==> src/hdl/lzbd_pkg.sv <==
// Shared types and constants of the LZ4 block decoder.
package lzbd_pkg;

  localparam int LEN_W  = 24;
  localparam int CFG_AW = 3;

  localparam logic [LEN_W-1:0] CAP_RESET   = 24'd65536;
  localparam logic [3:0]       NIBBLE_EXT  = 4'h0F;
  localparam logic [7:0]       EXT_CONT    = 8'd255;
  localparam logic [3:0]       EXT_START   = 4'd15;
  localparam logic [2:0]       MATCH_MIN   = 3'd4;

  localparam logic REG_OUT_CAPACITY = 1'b0;

  localparam logic [2:0] ST_OK       = 3'd0;
  localparam logic [2:0] ST_TRUNC    = 3'd1;
  localparam logic [2:0] ST_CAP      = 3'd2;
  localparam logic [2:0] ST_ZERO_OFF = 3'd3;
  localparam logic [2:0] ST_FAR_OFF  = 3'd4;
  localparam logic [2:0] ST_BUSY     = 3'd5;

  typedef enum logic [2:0] {
    PH_TOKEN,
    PH_LIT_EXT,
    PH_LITERAL,
    PH_OFF_LO,
    PH_OFF_HI,
    PH_MATCH_EXT,
    PH_COPY
  } phase_t;

  typedef struct packed {
    logic             wr;
    logic             from_ram;
    logic [7:0]       lit;
    logic             pend;
    logic             done;
    logic [2:0]       status;
    logic [LEN_W-1:0] total_len;
    logic [LEN_W-1:0] wr_ptr;
  } step_t;

endpackage

==> src/hdl/lzbd_cfg.sv <==
// Configuration register file with APB-style access.
module lzbd_cfg (
  input  logic                            clk,
  input  logic                            rst_n,
  input  logic                            psel,
  input  logic                            penable,
  input  logic                            pwrite,
  input  logic [lzbd_pkg::CFG_AW-1:0]     paddr,
  input  logic [31:0]                     pwdata,
  output logic [31:0]                     prdata,
  output logic                            pready,
  output logic [lzbd_pkg::LEN_W-1:0]      out_capacity
);

  logic                          reg_idx;
  logic                          wr_en;
  logic [lzbd_pkg::LEN_W-1:0]    cap_r;
  logic [lzbd_pkg::LEN_W-1:0]    cap_nxt;

  assign pready  = 1'b1;
  assign reg_idx = paddr[lzbd_pkg::CFG_AW-1];
  assign wr_en   = psel && penable && pwrite && pready &&
                   (reg_idx == lzbd_pkg::REG_OUT_CAPACITY);

  always_comb begin
    cap_nxt = cap_r;
    if (wr_en) begin
      cap_nxt = pwdata[lzbd_pkg::LEN_W-1:0];
    end
  end

  always_ff @(posedge clk) begin
    if (!rst_n) begin
      cap_r <= lzbd_pkg::CAP_RESET;
    end else begin
      cap_r <= cap_nxt;
    end
  end

  always_comb begin
    prdata = '0;
    if (reg_idx == lzbd_pkg::REG_OUT_CAPACITY) begin
      prdata = {{(32 - lzbd_pkg::LEN_W){1'b0}}, cap_r};
    end
  end

  assign out_capacity = cap_r;

endmodule

==> config.mk <==
export PLATFORM = sky130hd
export DESIGN_NAME = lzbd_cfg
export DESIGN_NICKNAME = d
export VERILOG_FILES = /design/src/hdl/lzbd_pkg.sv /design/src/hdl/lzbd_cfg.sv
export SDC_FILE = /design/constraint.sdc
export NUM_CORES = 1
export LEC_CHECK = 0
export BUFFER_PORTS_ARGS = -buffer_cell sky130_fd_sc_hd__clkbuf_2
export CAP_MARGIN = 20
export CORE_UTILIZATION = 30
export CTS_CLUSTER_SIZE = 12
export DETAILED_ROUTE_END_ITERATION = 12
export PLACE_DENSITY_LB_ADDON = 0.12
export SKIP_LAST_GASP = 1
export SLEW_MARGIN = 5
export SYNTH_ARGS = -nofsm -noshare
export SYNTH_HDL_FRONTEND = slang
export SYNTH_SLANG_ARGS = --single-unit
==> constraint.sdc <==
create_clock -name clk -period 0.93 [get_ports clk]
set_input_delay 0.186 -clock clk [delete_from_list [all_inputs] [get_ports clk]]
set_output_delay 0.186 -clock clk [all_outputs]
set_load 0.1 [all_outputs]
==> run_results.csv <==
group,metric,value,unit
timing,hold_viol,0,
final_layout,largest_register_ffs,24,
floorplan,die_height,66.0,µm
setup_path,rr_endpoint,"out_capacity[12]",
cts,holdBufCountCts,0,
logic_synthesis,synth.top_cells.by_count,"nand2_1, dfxtp_1, mux2i_1",
global_route,globalRouteOverflowTotal,0,
routing,drt_first_iter_violations,43,
cts,tritoncts,"built",
routing,viasPerCell,4.35,
logic_synthesis,post-synth-top-area-cell,"dfxtp_1",
setup_path,r2r_start,"out_capacity[12]",
final_layout,layout.core_utilization,80.6,%
routing,wl_per_cell,12.9,µm
setup_path,setup.worst_path.class,"flip-flop to output pin",
final_layout,num_antenna_cells,0,
pwr,seqPwrFrac,39.7,%
pwr,power.density_cell_area,835,mW/mm²
routing,detail_route.drc_violations,0,
logic_synthesis,proportion_of_register_bits_with_asynchronous_set_or_reset_after_synthesis,0,%
floorplan,initial_utilization,32.4,%
placed_design,place_area,0.00270,mm²
worst_hold_path,timing.hold.worst.class,"input port to flip-flop",
logic_synthesis,synth-seq-area-share,39.1,%
global_route,grt_max_degree,25,
timing,final_setup_violating_endpoints,48,
worst_hold_path,hold_path_end,"out_capacity[12]",
timing,postLayoutSetupSlackWorst,-221,ps
run_status,violated_checks,"setup timing",
cts,cts_buffer_depth,2,
pwr,share_clk_of_total_power,22.8,%
placed_design,detailedPlace.worstSlack,-282,ps
global_route,groute.usage.overall,18.1,%
placed_design,place.port_buffers,77,
timing,final.min_clock_period,1150,ps
final_layout,layout-drive-gt1-share,68.5,%
pwr,power_frac_comb,37.5,%
setup_path,worst_setup_path_end_kind,"output pin",
floorplan,die_area,0.00436,mm²
run,max_cap_violations,0,
logic_synthesis,syn-mean-instance-area,8.66,µm²
logic_synthesis,syn-instance-count,142,
pwr,netSwitchingPower,0.928,mW
final_layout,num-fill-cells,223,
global_route,grt_first_pass_wirelength,6070,µm
logic_synthesis,yosys_warnings,0,
final_layout,finalNetCount,296,
timing,grt_setup_unrepaired,"true",
placed_design,dp.final_hpwl,2750,µm
logic_synthesis,yosys-top-cells-area,"dfxtp_1, mux2i_1, nand2_1",
setup_path,critical_path_required,740,ps
logic_synthesis,postSynthRegisterBits,24,
setup_path,crit_path_max_fanout,3,
floorplan,design.core.area,0.00380,mm²
logic_synthesis,synth_enable_flop_cells,0,
pwr,vdd_drop_max,0.000437,V
timing,timing_max_transition_violations_final,0,
floorplan,design.portCount,97,
global_route,grt_pass1_vias,1371,
worst_hold_path,worst_min_path_start,"pwdata[12]",
cts,clock_tree.htree_level_count,1,
setup_path,critPathLaunchType,"flip-flop",
routing,postRouteWirelength,3880,µm
logic_synthesis,ys_types,12,
routing,drt_pre_antenna_iters,4,
timing,max_clock_freq,869,MHz
logic_synthesis,post_synth_instance_area,0.00123,mm²
pwr,p_leak,1.27,nW
cts,cts_root_buf,"clkbuf_8",
setup_path,worst_setup_path_start,"out_capacity[13]",
worst_hold_path,hold-path-cell-count,3,
pwr,cell_internal_pwr,1.63,mW
run_status,run_status,"finished, violations left",
setup_path,regToRegSetupSlack,10,ps
global_route,antenna_found_initial,0,
cts,clkSinkCount,24,
placed_design,finalWeightedCongestion,0.641,
timing,fin_skew,0,ps
cts,cts.clk_slew.worst_paths,80,ps
final_layout,layout.cell_area.non_filler,0.00306,mm²
cts,number_of_buffers_inserted_during_clock_tree_synthesis,3,
setup_path,worstRegToRegCells,5,
routing,via_count,1314,
final_layout,layout-area-overhead-vs-synth,149,%
routing,final_antenna_net_count,0,
floorplan,std_cell_rows,22,
logic_synthesis,yosys.area.top_type_share,39.1,%
logic_synthesis,synth.most_common_cell,"nand2_1",
floorplan,die_width,66.0,µm
setup_path,worst-endpoint-arrival,960,ps
timing,post-route-period-util,124,%
pwr,power.share.switching,36.3,%
logic_synthesis,ys.flop_type,"dfxtp_1",
cts,worstSkewPairLatency,250,ps
area by class of cell:
type	count	area, µm²	area share [%]
timing repair buffer	121	1600	52.3
sequential	24	571	18.6
multi-input combinational	106	790	25.8
tap	48	60.1	1.96
clock buffer	3	41.3	1.35
placed cells by master (no fill, tap or decap), drive strengths merged:
master	count
and4b	1
nand2	46
dfxtp	24
mux2i	24
nor2b	22
conb	9
buf	91
clkbuf	33
and2b	4
logic make-up (layout without fill, tap and decap cells):
logic type    after synthesis  count (layout)  synth area share, %
simple gates               73              73                 28.9
other cells                 2               9                0.611
flops                      24              24                 39.1
mux                        24              24                 19.5
buf+inv                    19             124                 11.9
metal layers:
metal	GRT usage, %	vias up	routed length [µm]
met3	4.83	4	280
met4	5.05	0	38
met1	20.7	598	1500
met5	0	-	0
li1	-	655	-
met2	32.7	57	2060
power groups by stage:
stage	Sequential (mW)	Clock [mW]	Combinational (mW)
after floorplan	1.20	0	0.461
after global placement	1.04	0	0.881
after detailed placement	1.04	0	0.890
after CTS	1.01	0.612	0.938
after global routing	1.02	0.658	0.997
final	1.01	0.583	0.959
stage by stage:
step | std cells | hold WS (ps) | power [mW] | TNS (ps)
floorplan | 149 | 318 | 1.66 | -8220
global placement | 274 | 408 | 1.92 | -6740
detailed placement | 274 | 419 | 1.93 | -8400
CTS | 296 | 139 | 2.56 | -8220
global route | 302 | 138 | 2.67 | -9540
finish | 302 | 144 | 2.56 | -7870
worst max-delay path by stage:
stage / end
after floorplan: prdata[16]
after global placement: out_capacity[6]
after detailed placement: out_capacity[1]
after CTS: prdata[16]
after global routing: prdata[15]
final: prdata[13]
worst max-delay path, stage by stage, from the launching register on:
cell and delay, ps:
dfxtp_4 370, nor2b_4 160, buf_12 180
what timing repair did:
item,in CTS,in global routing
gates resized for setup,22,7
buffers inserted,19,4
gates cloned,0,2
endpoints found under the setup margin,48,59
Note: power is estimated with default switching activity, not from simulation.
