[src/hdl/lzbd_pkg.sv]
// Shared types and constants of the LZ4 block decoder.
package lzbd_pkg;

  localparam int LEN_W  = 24;
  localparam int CFG_AW = 3;

  localparam logic [LEN_W-1:0] CAP_RESET   = 24'd65536;
  localparam logic [3:0]       NIBBLE_EXT  = 4'h0F;
  localparam logic [7:0]       EXT_CONT    = 8'd255;
  localparam logic [3:0]       EXT_START   = 4'd15;
  localparam logic [2:0]       MATCH_MIN   = 3'd4;

  localparam logic REG_OUT_CAPACITY = 1'b0;

  localparam logic [2:0] ST_OK       = 3'd0;
  localparam logic [2:0] ST_TRUNC    = 3'd1;
  localparam logic [2:0] ST_CAP      = 3'd2;
  localparam logic [2:0] ST_ZERO_OFF = 3'd3;
  localparam logic [2:0] ST_FAR_OFF  = 3'd4;
  localparam logic [2:0] ST_BUSY     = 3'd5;

  typedef enum logic [2:0] {
    PH_TOKEN,
    PH_LIT_EXT,
    PH_LITERAL,
    PH_OFF_LO,
    PH_OFF_HI,
    PH_MATCH_EXT,
    PH_COPY
  } phase_t;

  typedef struct packed {
    logic             wr;
    logic             from_ram;
    logic [7:0]       lit;
    logic             pend;
    logic             done;
    logic [2:0]       status;
    logic [LEN_W-1:0] total_len;
    logic [LEN_W-1:0] wr_ptr;
  } step_t;

endpackage

[src/hdl/lzbd_ctrl.sv]
// Sequence parser: token, length, offset, copy state; one request a cycle on accept.
module lzbd_ctrl (
  input  logic                         clk,
  input  logic                         rst_n,
  input  logic                         accept,
  input  logic                         mode,
  input  logic [7:0]                   in_byte,
  input  logic                         is_last,
  input  logic [lzbd_pkg::LEN_W-1:0]   out_capacity,
  output logic [lzbd_pkg::LEN_W-1:0]   rd_ptr,
  output lzbd_pkg::step_t              step
);

  localparam int LW = lzbd_pkg::LEN_W;

  lzbd_pkg::phase_t phase_r, phase_nxt;
  logic [LW-1:0] lit_left_r, lit_left_nxt;
  logic [LW-1:0] match_left_r, match_left_nxt;
  logic [15:0]   offset_r, offset_nxt;
  logic [3:0]    nibble_r, nibble_nxt;
  logic [LW-1:0] produced_r, produced_nxt;
  logic          end_seen_r, end_seen_nxt;

  logic [2:0]    st;
  logic          done;
  logic          wr;
  logic          from_ram;
  logic [7:0]    lit;
  logic          lit_go;
  logic          match_go;
  logic [LW-1:0] lit_n;
  logic [LW:0]   match_n;
  logic [LW:0]   acc;
  logic [15:0]   off;
  logic [LW:0]   fit_n;
  logic [LW+1:0] fit_sum;
  logic          fit_ok;
  logic          pend;

  always_comb begin
    phase_nxt      = phase_r;
    lit_left_nxt   = lit_left_r;
    match_left_nxt = match_left_r;
    offset_nxt     = offset_r;
    nibble_nxt     = nibble_r;
    produced_nxt   = produced_r;
    end_seen_nxt   = end_seen_r;
    st             = lzbd_pkg::ST_OK;
    done           = 1'b0;
    wr             = 1'b0;
    from_ram       = 1'b0;
    lit            = '0;
    lit_go         = 1'b0;
    match_go       = 1'b0;
    lit_n          = '0;
    match_n        = '0;
    acc            = '0;
    off            = '0;
    fit_n          = '0;
    fit_sum        = '0;
    fit_ok         = 1'b0;
    pend           = 1'b0;

    if (mode) begin
      if (phase_r == lzbd_pkg::PH_COPY && match_left_r != '0) begin
        wr             = 1'b1;
        from_ram       = 1'b1;
        produced_nxt   = produced_r + 1'b1;
        match_left_nxt = match_left_r - 1'b1;
        if (match_left_r == {{(LW-1){1'b0}}, 1'b1}) begin
          if (end_seen_r) begin
            done = 1'b1;
          end else begin
            phase_nxt = lzbd_pkg::PH_TOKEN;
          end
        end
      end
    end else begin
      unique case (phase_r)
        lzbd_pkg::PH_TOKEN: begin
          nibble_nxt = in_byte[3:0];
          if (in_byte[7:4] == lzbd_pkg::NIBBLE_EXT) begin
            lit_left_nxt = {{(LW-4){1'b0}}, lzbd_pkg::EXT_START};
            phase_nxt    = lzbd_pkg::PH_LIT_EXT;
            if (is_last) begin
              st = lzbd_pkg::ST_TRUNC;
            end
          end else begin
            lit_go = 1'b1;
            lit_n  = {{(LW-4){1'b0}}, in_byte[7:4]};
          end
        end
        lzbd_pkg::PH_LIT_EXT: begin
          acc = {1'b0, lit_left_r} + {{(LW-7){1'b0}}, in_byte};
          if (acc > {1'b0, out_capacity}) begin
            st = lzbd_pkg::ST_CAP;
          end else if (in_byte == lzbd_pkg::EXT_CONT) begin
            lit_left_nxt = acc[LW-1:0];
            if (is_last) begin
              st = lzbd_pkg::ST_TRUNC;
            end
          end else begin
            lit_go = 1'b1;
            lit_n  = acc[LW-1:0];
          end
        end
        lzbd_pkg::PH_LITERAL: begin
          if (is_last && lit_left_r > {{(LW-1){1'b0}}, 1'b1}) begin
            st = lzbd_pkg::ST_TRUNC;
          end else begin
            wr           = 1'b1;
            lit          = in_byte;
            produced_nxt = produced_r + 1'b1;
            lit_left_nxt = lit_left_r - 1'b1;
            if (lit_left_r == {{(LW-1){1'b0}}, 1'b1}) begin
              if (is_last) begin
                done = 1'b1;
              end else begin
                phase_nxt = lzbd_pkg::PH_OFF_LO;
              end
            end
          end
        end
        lzbd_pkg::PH_OFF_LO: begin
          offset_nxt = {8'd0, in_byte};
          phase_nxt  = lzbd_pkg::PH_OFF_HI;
          if (is_last) begin
            st = lzbd_pkg::ST_TRUNC;
          end
        end
        lzbd_pkg::PH_OFF_HI: begin
          off = {in_byte, offset_r[7:0]};
          if (off == '0) begin
            st = lzbd_pkg::ST_ZERO_OFF;
          end else if ({{(LW-16){1'b0}}, off} > produced_r) begin
            st = lzbd_pkg::ST_FAR_OFF;
          end else begin
            offset_nxt = off;
            if (nibble_r == lzbd_pkg::NIBBLE_EXT) begin
              match_left_nxt = {{(LW-4){1'b0}}, lzbd_pkg::EXT_START};
              phase_nxt      = lzbd_pkg::PH_MATCH_EXT;
              if (is_last) begin
                st = lzbd_pkg::ST_TRUNC;
              end
            end else begin
              match_go = 1'b1;
              match_n  = {{(LW-3){1'b0}}, nibble_r} +
                         {{(LW-2){1'b0}}, lzbd_pkg::MATCH_MIN};
            end
          end
        end
        lzbd_pkg::PH_MATCH_EXT: begin
          acc = {1'b0, match_left_r} + {{(LW-7){1'b0}}, in_byte};
          if (acc > {1'b0, out_capacity}) begin
            st = lzbd_pkg::ST_CAP;
          end else if (in_byte == lzbd_pkg::EXT_CONT) begin
            match_left_nxt = acc[LW-1:0];
            if (is_last) begin
              st = lzbd_pkg::ST_TRUNC;
            end
          end else begin
            match_go = 1'b1;
            match_n  = acc + {{(LW-2){1'b0}}, lzbd_pkg::MATCH_MIN};
          end
        end
        default: begin
          st = lzbd_pkg::ST_BUSY;
        end
      endcase

      fit_n   = match_go ? match_n : {1'b0, lit_n};
      fit_sum = {2'b00, produced_r} + {1'b0, fit_n};
      fit_ok  = fit_sum <= {2'b00, out_capacity};

      if (lit_go) begin
        if (is_last && lit_n != '0) begin
          st = lzbd_pkg::ST_TRUNC;
        end else if (!fit_ok) begin
          st = lzbd_pkg::ST_CAP;
        end else if (lit_n == '0) begin
          if (is_last) begin
            done = 1'b1;
          end else begin
            phase_nxt = lzbd_pkg::PH_OFF_LO;
          end
        end else begin
          lit_left_nxt = lit_n;
          phase_nxt    = lzbd_pkg::PH_LITERAL;
        end
      end

      if (match_go) begin
        if (!fit_ok) begin
          st = lzbd_pkg::ST_CAP;
        end else begin
          match_left_nxt = match_n[LW-1:0];
          end_seen_nxt   = is_last;
          phase_nxt      = lzbd_pkg::PH_COPY;
        end
      end
    end

    pend = (st == lzbd_pkg::ST_OK) && !done &&
           (phase_nxt == lzbd_pkg::PH_COPY) && (match_left_nxt != '0);

    step.wr        = wr;
    step.from_ram  = from_ram;
    step.lit       = lit;
    step.pend      = pend;
    step.done      = done;
    step.status    = st;
    step.total_len = produced_nxt;
    step.wr_ptr    = produced_r;

    if (st != lzbd_pkg::ST_OK || done) begin
      phase_nxt      = lzbd_pkg::PH_TOKEN;
      lit_left_nxt   = '0;
      match_left_nxt = '0;
      offset_nxt     = '0;
      nibble_nxt     = '0;
      produced_nxt   = '0;
      end_seen_nxt   = 1'b0;
    end
  end

  assign rd_ptr = produced_r - {{(LW-16){1'b0}}, offset_r};

  always_ff @(posedge clk) begin
    if (!rst_n) begin
      phase_r      <= lzbd_pkg::PH_TOKEN;
      lit_left_r   <= '0;
      match_left_r <= '0;
      offset_r     <= '0;
      nibble_r     <= '0;
      produced_r   <= '0;
      end_seen_r   <= 1'b0;
    end else if (accept) begin
      phase_r      <= phase_nxt;
      lit_left_r   <= lit_left_nxt;
      match_left_r <= match_left_nxt;
      offset_r     <= offset_nxt;
      nibble_r     <= nibble_nxt;
      produced_r   <= produced_nxt;
      end_seen_r   <= end_seen_nxt;
    end
  end

endmodule

[config.mk]
export PLATFORM = sky130hd
export DESIGN_NAME = lzbd_ctrl
export DESIGN_NICKNAME = d
export VERILOG_FILES = /design/src/hdl/lzbd_pkg.sv /design/src/hdl/lzbd_ctrl.sv
export SDC_FILE = /design/constraint.sdc
export NUM_CORES = 1
export LEC_CHECK = 0
export ABC_AREA = 1
export BUFFER_PORTS_ARGS = -buffer_cell sky130_fd_sc_hd__buf_4
export CELL_PAD_IN_SITES_DETAIL_PLACEMENT = 1
export CELL_PAD_IN_SITES_GLOBAL_PLACEMENT = 1
export CORE_UTILIZATION = 47
export CTS_CLUSTER_DIAMETER = 80
export CTS_CLUSTER_SIZE = 12
export DETAILED_ROUTE_END_ITERATION = 10
export PLACE_DENSITY = 0.93
export SYNTH_ARGS = -nofsm -noshare
export SYNTH_HDL_FRONTEND = slang
export SYNTH_SLANG_ARGS = --single-unit
[constraint.sdc]
create_clock -name clk -period 39.9 [get_ports clk]
set_clock_uncertainty 0.2 [all_clocks]
set_input_delay 7.98 -clock clk [delete_from_list [all_inputs] [get_ports clk]]
set_output_delay 7.98 -clock clk [all_outputs]
set_load 0.01 [all_outputs]
==> flow_metrics.tcl, run 1 <==
set metrics [dict create \
    syn2layout_area_growth_pct 8.39 \
    slew_violations 0 \
    status "complete, no violations" \
    critPathKind "input port to primary output" \
    cts.clk_slew.worst_paths_ns 0.09 \
    syn-num-nets 2935 \
    finalSetupViolCount 0 \
    drive_above_1_share_pct 8.76 \
    mostFrequentLayoutCells "nand2_1 (694), inv_1 (320), nor2_1 (300)" \
    slowest_delay_ns 0.64 \
    final_nets 2974 \
    synth.area.mux_share_pct 0 \
    ys_seq_elements 96 \
    cts_tree "done" \
    start_util_pct 48.3 \
    yosysWarnings 0 \
    ant_nets 0 \
    max-slew-margin-rel_pct 26.9 \
    crit_fanout 25 \
    finalWirelength_mm 80.2 \
    ir_worst_vdd_mv 0.0273 \
    grt_pass1_vias 20600 \
    fin_tns_setup_ns 0 \
    grt_overflow 0 \
    vias_per_cell 6.40 \
    finalCritPeriodShare_pct 66.0 \
    rsz0062_at_grt "false" \
    cp-end-kind "primary output" \
    cts_hold_buf 0 \
    multi_input_area_um2 12100 \
    drt-initial-drc-count 2082 \
    dpl.hpwl_mm 62.1 \
    syn_inst 2741 \
    syn_avg_cell_area_um2 5.79 \
    synth_compound_area_share_pct 18.3 \
    ys_seq_area_share_pct 12.1 \
    slowest_stage "fa_1" \
    numClockSinks 96 \
    cts-buffers-inserted 9 \
    route.detailed.drc 0 \
    worst_slew_pin_slew_ns 1.09 \
    routedWlPerCell_um 24.8 \
    final_common_cell "nand2_1" \
    clk_latency_ns 0.42 \
    synth_area_um2 15900 \
    synth_cell_type_count 68 \
    finish.utilization_pct 52.3 \
    port_buffers 123 \
    cap_violations 0 \
    antenna_found_initial 2 \
    worstSetupStartpointType "input port" \
    worstHoldPathType "register to register" \
    drt-pass1-iter-count 6 \
    placementRows 66 \
    post-cts-setup-buffers 0 \
    cts_resized 0 \
    gp_congestion 1.05 \
    grt_max_degree 54 \
    core_area_um2 32900 \
    htreeDepth 3 \
    p_leak_nw 8.33 \
    pin_count 124 \
    ys.flop_type "dfxtp_1" \
    grt.total_usage_pct 45.9 \
    dieArea_um2 34500 \
    final_hold_viol_count 0 \
    die_height_um 186 \
    fmax_ghz 0.0380 \
    synth_simple_gate_area_share_pct 40.1 \
    synth_top_family_by_area "simple AND/OR/NAND/NOR gates" \
    nFillCells 4780 \
    synthArstFlopShare_pct 0 \
    synth_edf_count 0 \
    required_ns 31.72 \
    ctsRootBufferMaster "clkbuf_16" \
    synthAdderAreaFrac_pct 12.6 \
    synth_xor_area_share_pct 5.34 \
    grt_pass1_wl_mm 120 \
    p_per_area_nw_per_um2 24.6 \
    crit_path_frequent_cell "nand2_1" \
    seqCellArea_um2 1920 \
    worstPathArrival_ns 18.16 \
    period_needed_ns 26.34 \
    chipWidth_um 186 \
    route.vias.total 20700 \
    clk_path_buf_depth 2 \
]
==> cell families (layout without fill, tap and decap cells) <==
family	count (synthesis)	count (layout)
AND/OR/NAND/NOR	1442	1442
adder cells (fa/ha/maj)	157	157
flip-flops	96	96
AO/OA/AOI/OAI	505	505
other	0	1
buffers and inverters	449	493
XOR/XNOR	92	92
==> registers in the layout, indices dropped and copies added (netlist names) <==
name,count
offset_r,16
phase_r,3
nibble_r,4
end_seen_r,1
match_left_r,24
produced_r,24
lit_left_r,24
==> final timing paths <==
path / startpoint / endpoint / slack, ns / cells after the start
worst max register to register: match_left_r[4] / lit_left_r[3] / 28.28 / 56
worst max-delay path: in_byte[1] / step[52] / 13.56 / 53
worst min register to register: nibble_r[3] / nibble_r[3] / 0.34 / 2
worst min-delay path: nibble_r[3] / nibble_r[3] / 0.34 / 2
==> synth_stat cells (all sizes together), types with 56 or more instances <==
cell type    n  area share, %
ha         153             12
nand4       80            3.3
o21ai      157            5.0
nand3      238            7.9
nand2      712             17
inv        331            7.8
nor2       316            8.0
buf         57            2.3
clkbuf      56            1.3
dfxtp       96             12
a21oi      225            7.3
xor2        73            4.3
==> stage by stage <==
stage | hold slack (ns) | std cells | worst slack [ns] | power [W] | instance area, um2
6_report | 0.335 | 3228 | 13.56 | 0.000423 | 17200
3_5_place_dp | 0.286 | 3211 | 13.93 | 0.000314 | 16900
2_1_floorplan | 0.252 | 2741 | 16.20 | 0.000240 | 15900
4_1_cts | 0.339 | 3227 | 13.88 | 0.000414 | 17200
3_3_place_gp | 0.270 | 3211 | 14.30 | 0.000304 | 16900
5_1_grt | 0.358 | 3227 | 12.92 | 0.000439 | 17200
==> per-layer routing <==
metal,share of wire [%],vias to the layer above,wire length (um),global-route usage (%)
li1,-,9208,-,-
met1,40,9856,31900,56.8
met2,44,1269,35100,72.8
met3,10,337,8380,11.0
met4,6.0,0,4840,25.6
met5,0,-,0,0
==> power breakdown <==
group / total (W) / internal [W] / switching [W]
registers: 0.000112 / 0.000101 / 0.0000104
clock network: 0.000100 / 0.0000457 / 0.0000546
logic: 0.000211 / 0.0000650 / 0.000146
==> worst max-delay path: cells and delay by family <==
family | cells | cell delay (ns)
xor+xnor | 2 | 0.35
compound gates | 11 | 2.29
simple gates | 30 | 4.51
fa+ha+maj | 4 | 1.66
buf+inv | 6 | 1.37
==> final cells by class <==
| cell class | instances | share of cell area [%] |
|---|---|---|
| multi-input combinational | 2196 | 70.4 |
| antenna | 1 | 0.0146 |
| sequential | 96 | 11.2 |
| inverter | 336 | 7.34 |
| timing repair buffer | 141 | 6.16 |
| tap | 442 | 3.22 |
| clock inverter | 6 | 0.313 |
| clock buffer | 10 | 1.39 |
Power figures use the tool's default switching activity.
==> run 2, diff against run 1 <==
--- a/config.mk
+++ b/config.mk
@@ -9,11 +9,11 @@
 export BUFFER_PORTS_ARGS = -buffer_cell sky130_fd_sc_hd__buf_4
 export CELL_PAD_IN_SITES_DETAIL_PLACEMENT = 1
 export CELL_PAD_IN_SITES_GLOBAL_PLACEMENT = 1
-export CORE_UTILIZATION = 47
+export CORE_UTILIZATION = 43
 export CTS_CLUSTER_DIAMETER = 80
 export CTS_CLUSTER_SIZE = 12
 export DETAILED_ROUTE_END_ITERATION = 10
-export PLACE_DENSITY = 0.93
+export PLACE_DENSITY = 0.86
 export SYNTH_ARGS = -nofsm -noshare
 export SYNTH_HDL_FRONTEND = slang
 export SYNTH_SLANG_ARGS = --single-unit
==> constraint.sdc (replaced) <==
create_clock -name clk -period 27.5 [get_ports clk]
set_clock_uncertainty 0.2 [all_clocks]
set_input_delay 5.5 -clock clk [delete_from_list [all_inputs] [get_ports clk]]
set_output_delay 5.5 -clock clk [all_outputs]
set_load 0.01 [all_outputs]
==> flow_metrics.tcl, run 2 (synthesis results as in run 1) <==
set metrics [dict create \
    status "complete, no violations" \
    cts_tree "done" \
    r2r_slack_ns 15.71 \
    fmax_ghz 0.0468 \
    core_area_um2 35900 \
    worstPathArrival_ns 15.67 \
    n_antenna_cell 0 \
    clk_path_buf_depth 2 \
    gp_congestion 1.08 \
    chipWidth_um 194 \
    vias_per_cell 6.21 \
    cap_violations 0 \
    clk_latency_ns 0.40 \
    cts_resized 0 \
    cts-buffers-inserted 9 \
    final_common_cell "nand2_1" \
    slowest_stage "fa_1" \
    port_buffers 123 \
    finalCritPeriodShare_pct 77.7 \
    mostFrequentLayoutCells "nand2_1 (694), inv_1 (320), nor2_1 (301)" \
    dpl.hpwl_mm 61.4 \
    final_nets 2976 \
    ir_worst_vdd_mv 0.0332 \
    drt-initial-drc-count 1942 \
    grt_overflow 0 \
    p_leak_nw 8.35 \
    grt_pass1_wl_mm 118 \
    max-slew-margin-rel_pct 30.9 \
    rsz0062_at_grt "false" \
    fin_area_um2 17200 \
    fin_tns_setup_ns 0 \
    finalSetupViolCount 0 \
    grt_pass1_vias 20000 \
    worst_slew_pin_slew_ns 1.04 \
    slew_violations 0 \
    cp-end-kind "primary output" \
    finish.utilization_pct 48.0 \
    drt-pass1-iter-count 6 \
    top_regs "lit_left_r (24), match_left_r (24), produced_r (24)" \
    slowest_delay_ns 0.62 \
    dieArea_um2 37700 \
    grt_max_degree 54 \
    pin_count 124 \
    worstSetupStartpointType "input port" \
    placementRows 69 \
    required_ns 21.80 \
    final_hold_viol_count 0 \
    syn2layout_area_growth_pct 8.70 \
    p_per_area_nw_per_um2 34.9 \
    cts.clk_slew.worst_paths_ns 0.08 \
    critPathKind "input port to primary output" \
    crit_fanout 25 \
    ctsRootBufferMaster "clkbuf_16" \
    cts_hold_buf 0 \
    antenna_found_initial 0 \
    route.vias.total 20200 \
    power_w 0.000601 \
    grt.total_usage_pct 40.4 \
    drive_above_1_share_pct 8.79 \
    crit_path_frequent_cell "nand2_1" \
    placed_area_um2 16900 \
    ant_nets 0 \
    worstHoldPathType "register to register" \
    route.detailed.drc 0 \
    start_util_pct 44.2 \
    post-cts-setup-buffers 0 \
    routedWlPerCell_um 23.8 \
    htreeDepth 3 \
    finalWirelength_mm 77.4 \
    die_height_um 194 \
    numClockSinks 96 \
    period_needed_ns 21.37 \
]
## run 2: changes by cell type in the layout (fill, tap and decap cells not counted)
cell	before	now
inv_6	4	1
buf_4	141	143
clkinv_8	0	2
inv_8	1	3
clkbuf_8	1	0
diode_2	1	0
nor2_1	300	301
nor2_2	11	10
## run 2: through the flow
stage               setup WS, ns  std cells  hold WS [ns]
floorplan                   8.76       2741         0.252
global placement            6.87       3232         0.268
detailed placement          6.48       3232         0.282
CTS                         6.42       3248         0.301
global route                5.49       3248         0.330
finish                      6.13       3248         0.301
## run 2: path summary, 6_finish.rpt
kind | startpoint | endpoint | cells past startpoint
setup / recovery | in_byte[1] | step[52] | 56
hold / removal | offset_r[11] | offset_r[11] | 2
setup reg to reg | match_left_r[16] | lit_left_r[3] | 54
hold reg to reg | offset_r[11] | offset_r[11] | 2
## run 2: per-layer routing
layer	track usage [%]	share of wire, %
met1	53.1	42
met2	65.5	44
met3	5.74	9.0
met4	17.6	4.2
met5	0	0
## run 2: area by class of cell
class                           count  area (um2)
Inverter                          336        1260
Tap cell                          461         577
Sequential cell                    96        1920
Fill cell                        5115       18700
Multi-Input combinational cell   2196       12100
Clock buffer                        9         225
Timing Repair Buffer              143        1070
Clock inverter                      7        82.6
## run 2: critical path, delay by kind of cell
family	cells	cell delay, ns
compound gates	8	1.56
xor+xnor	1	0.20
fa+ha+maj	5	1.93
buf+inv	8	1.32
simple gates	34	5.07
## run 2: power breakdown
part	internal [W]	switching [W]
Sequential	0.000147	0.0000150
Clock	0.0000655	0.0000777
Combinational	0.0000935	0.000203
Total	0.000306	0.000295
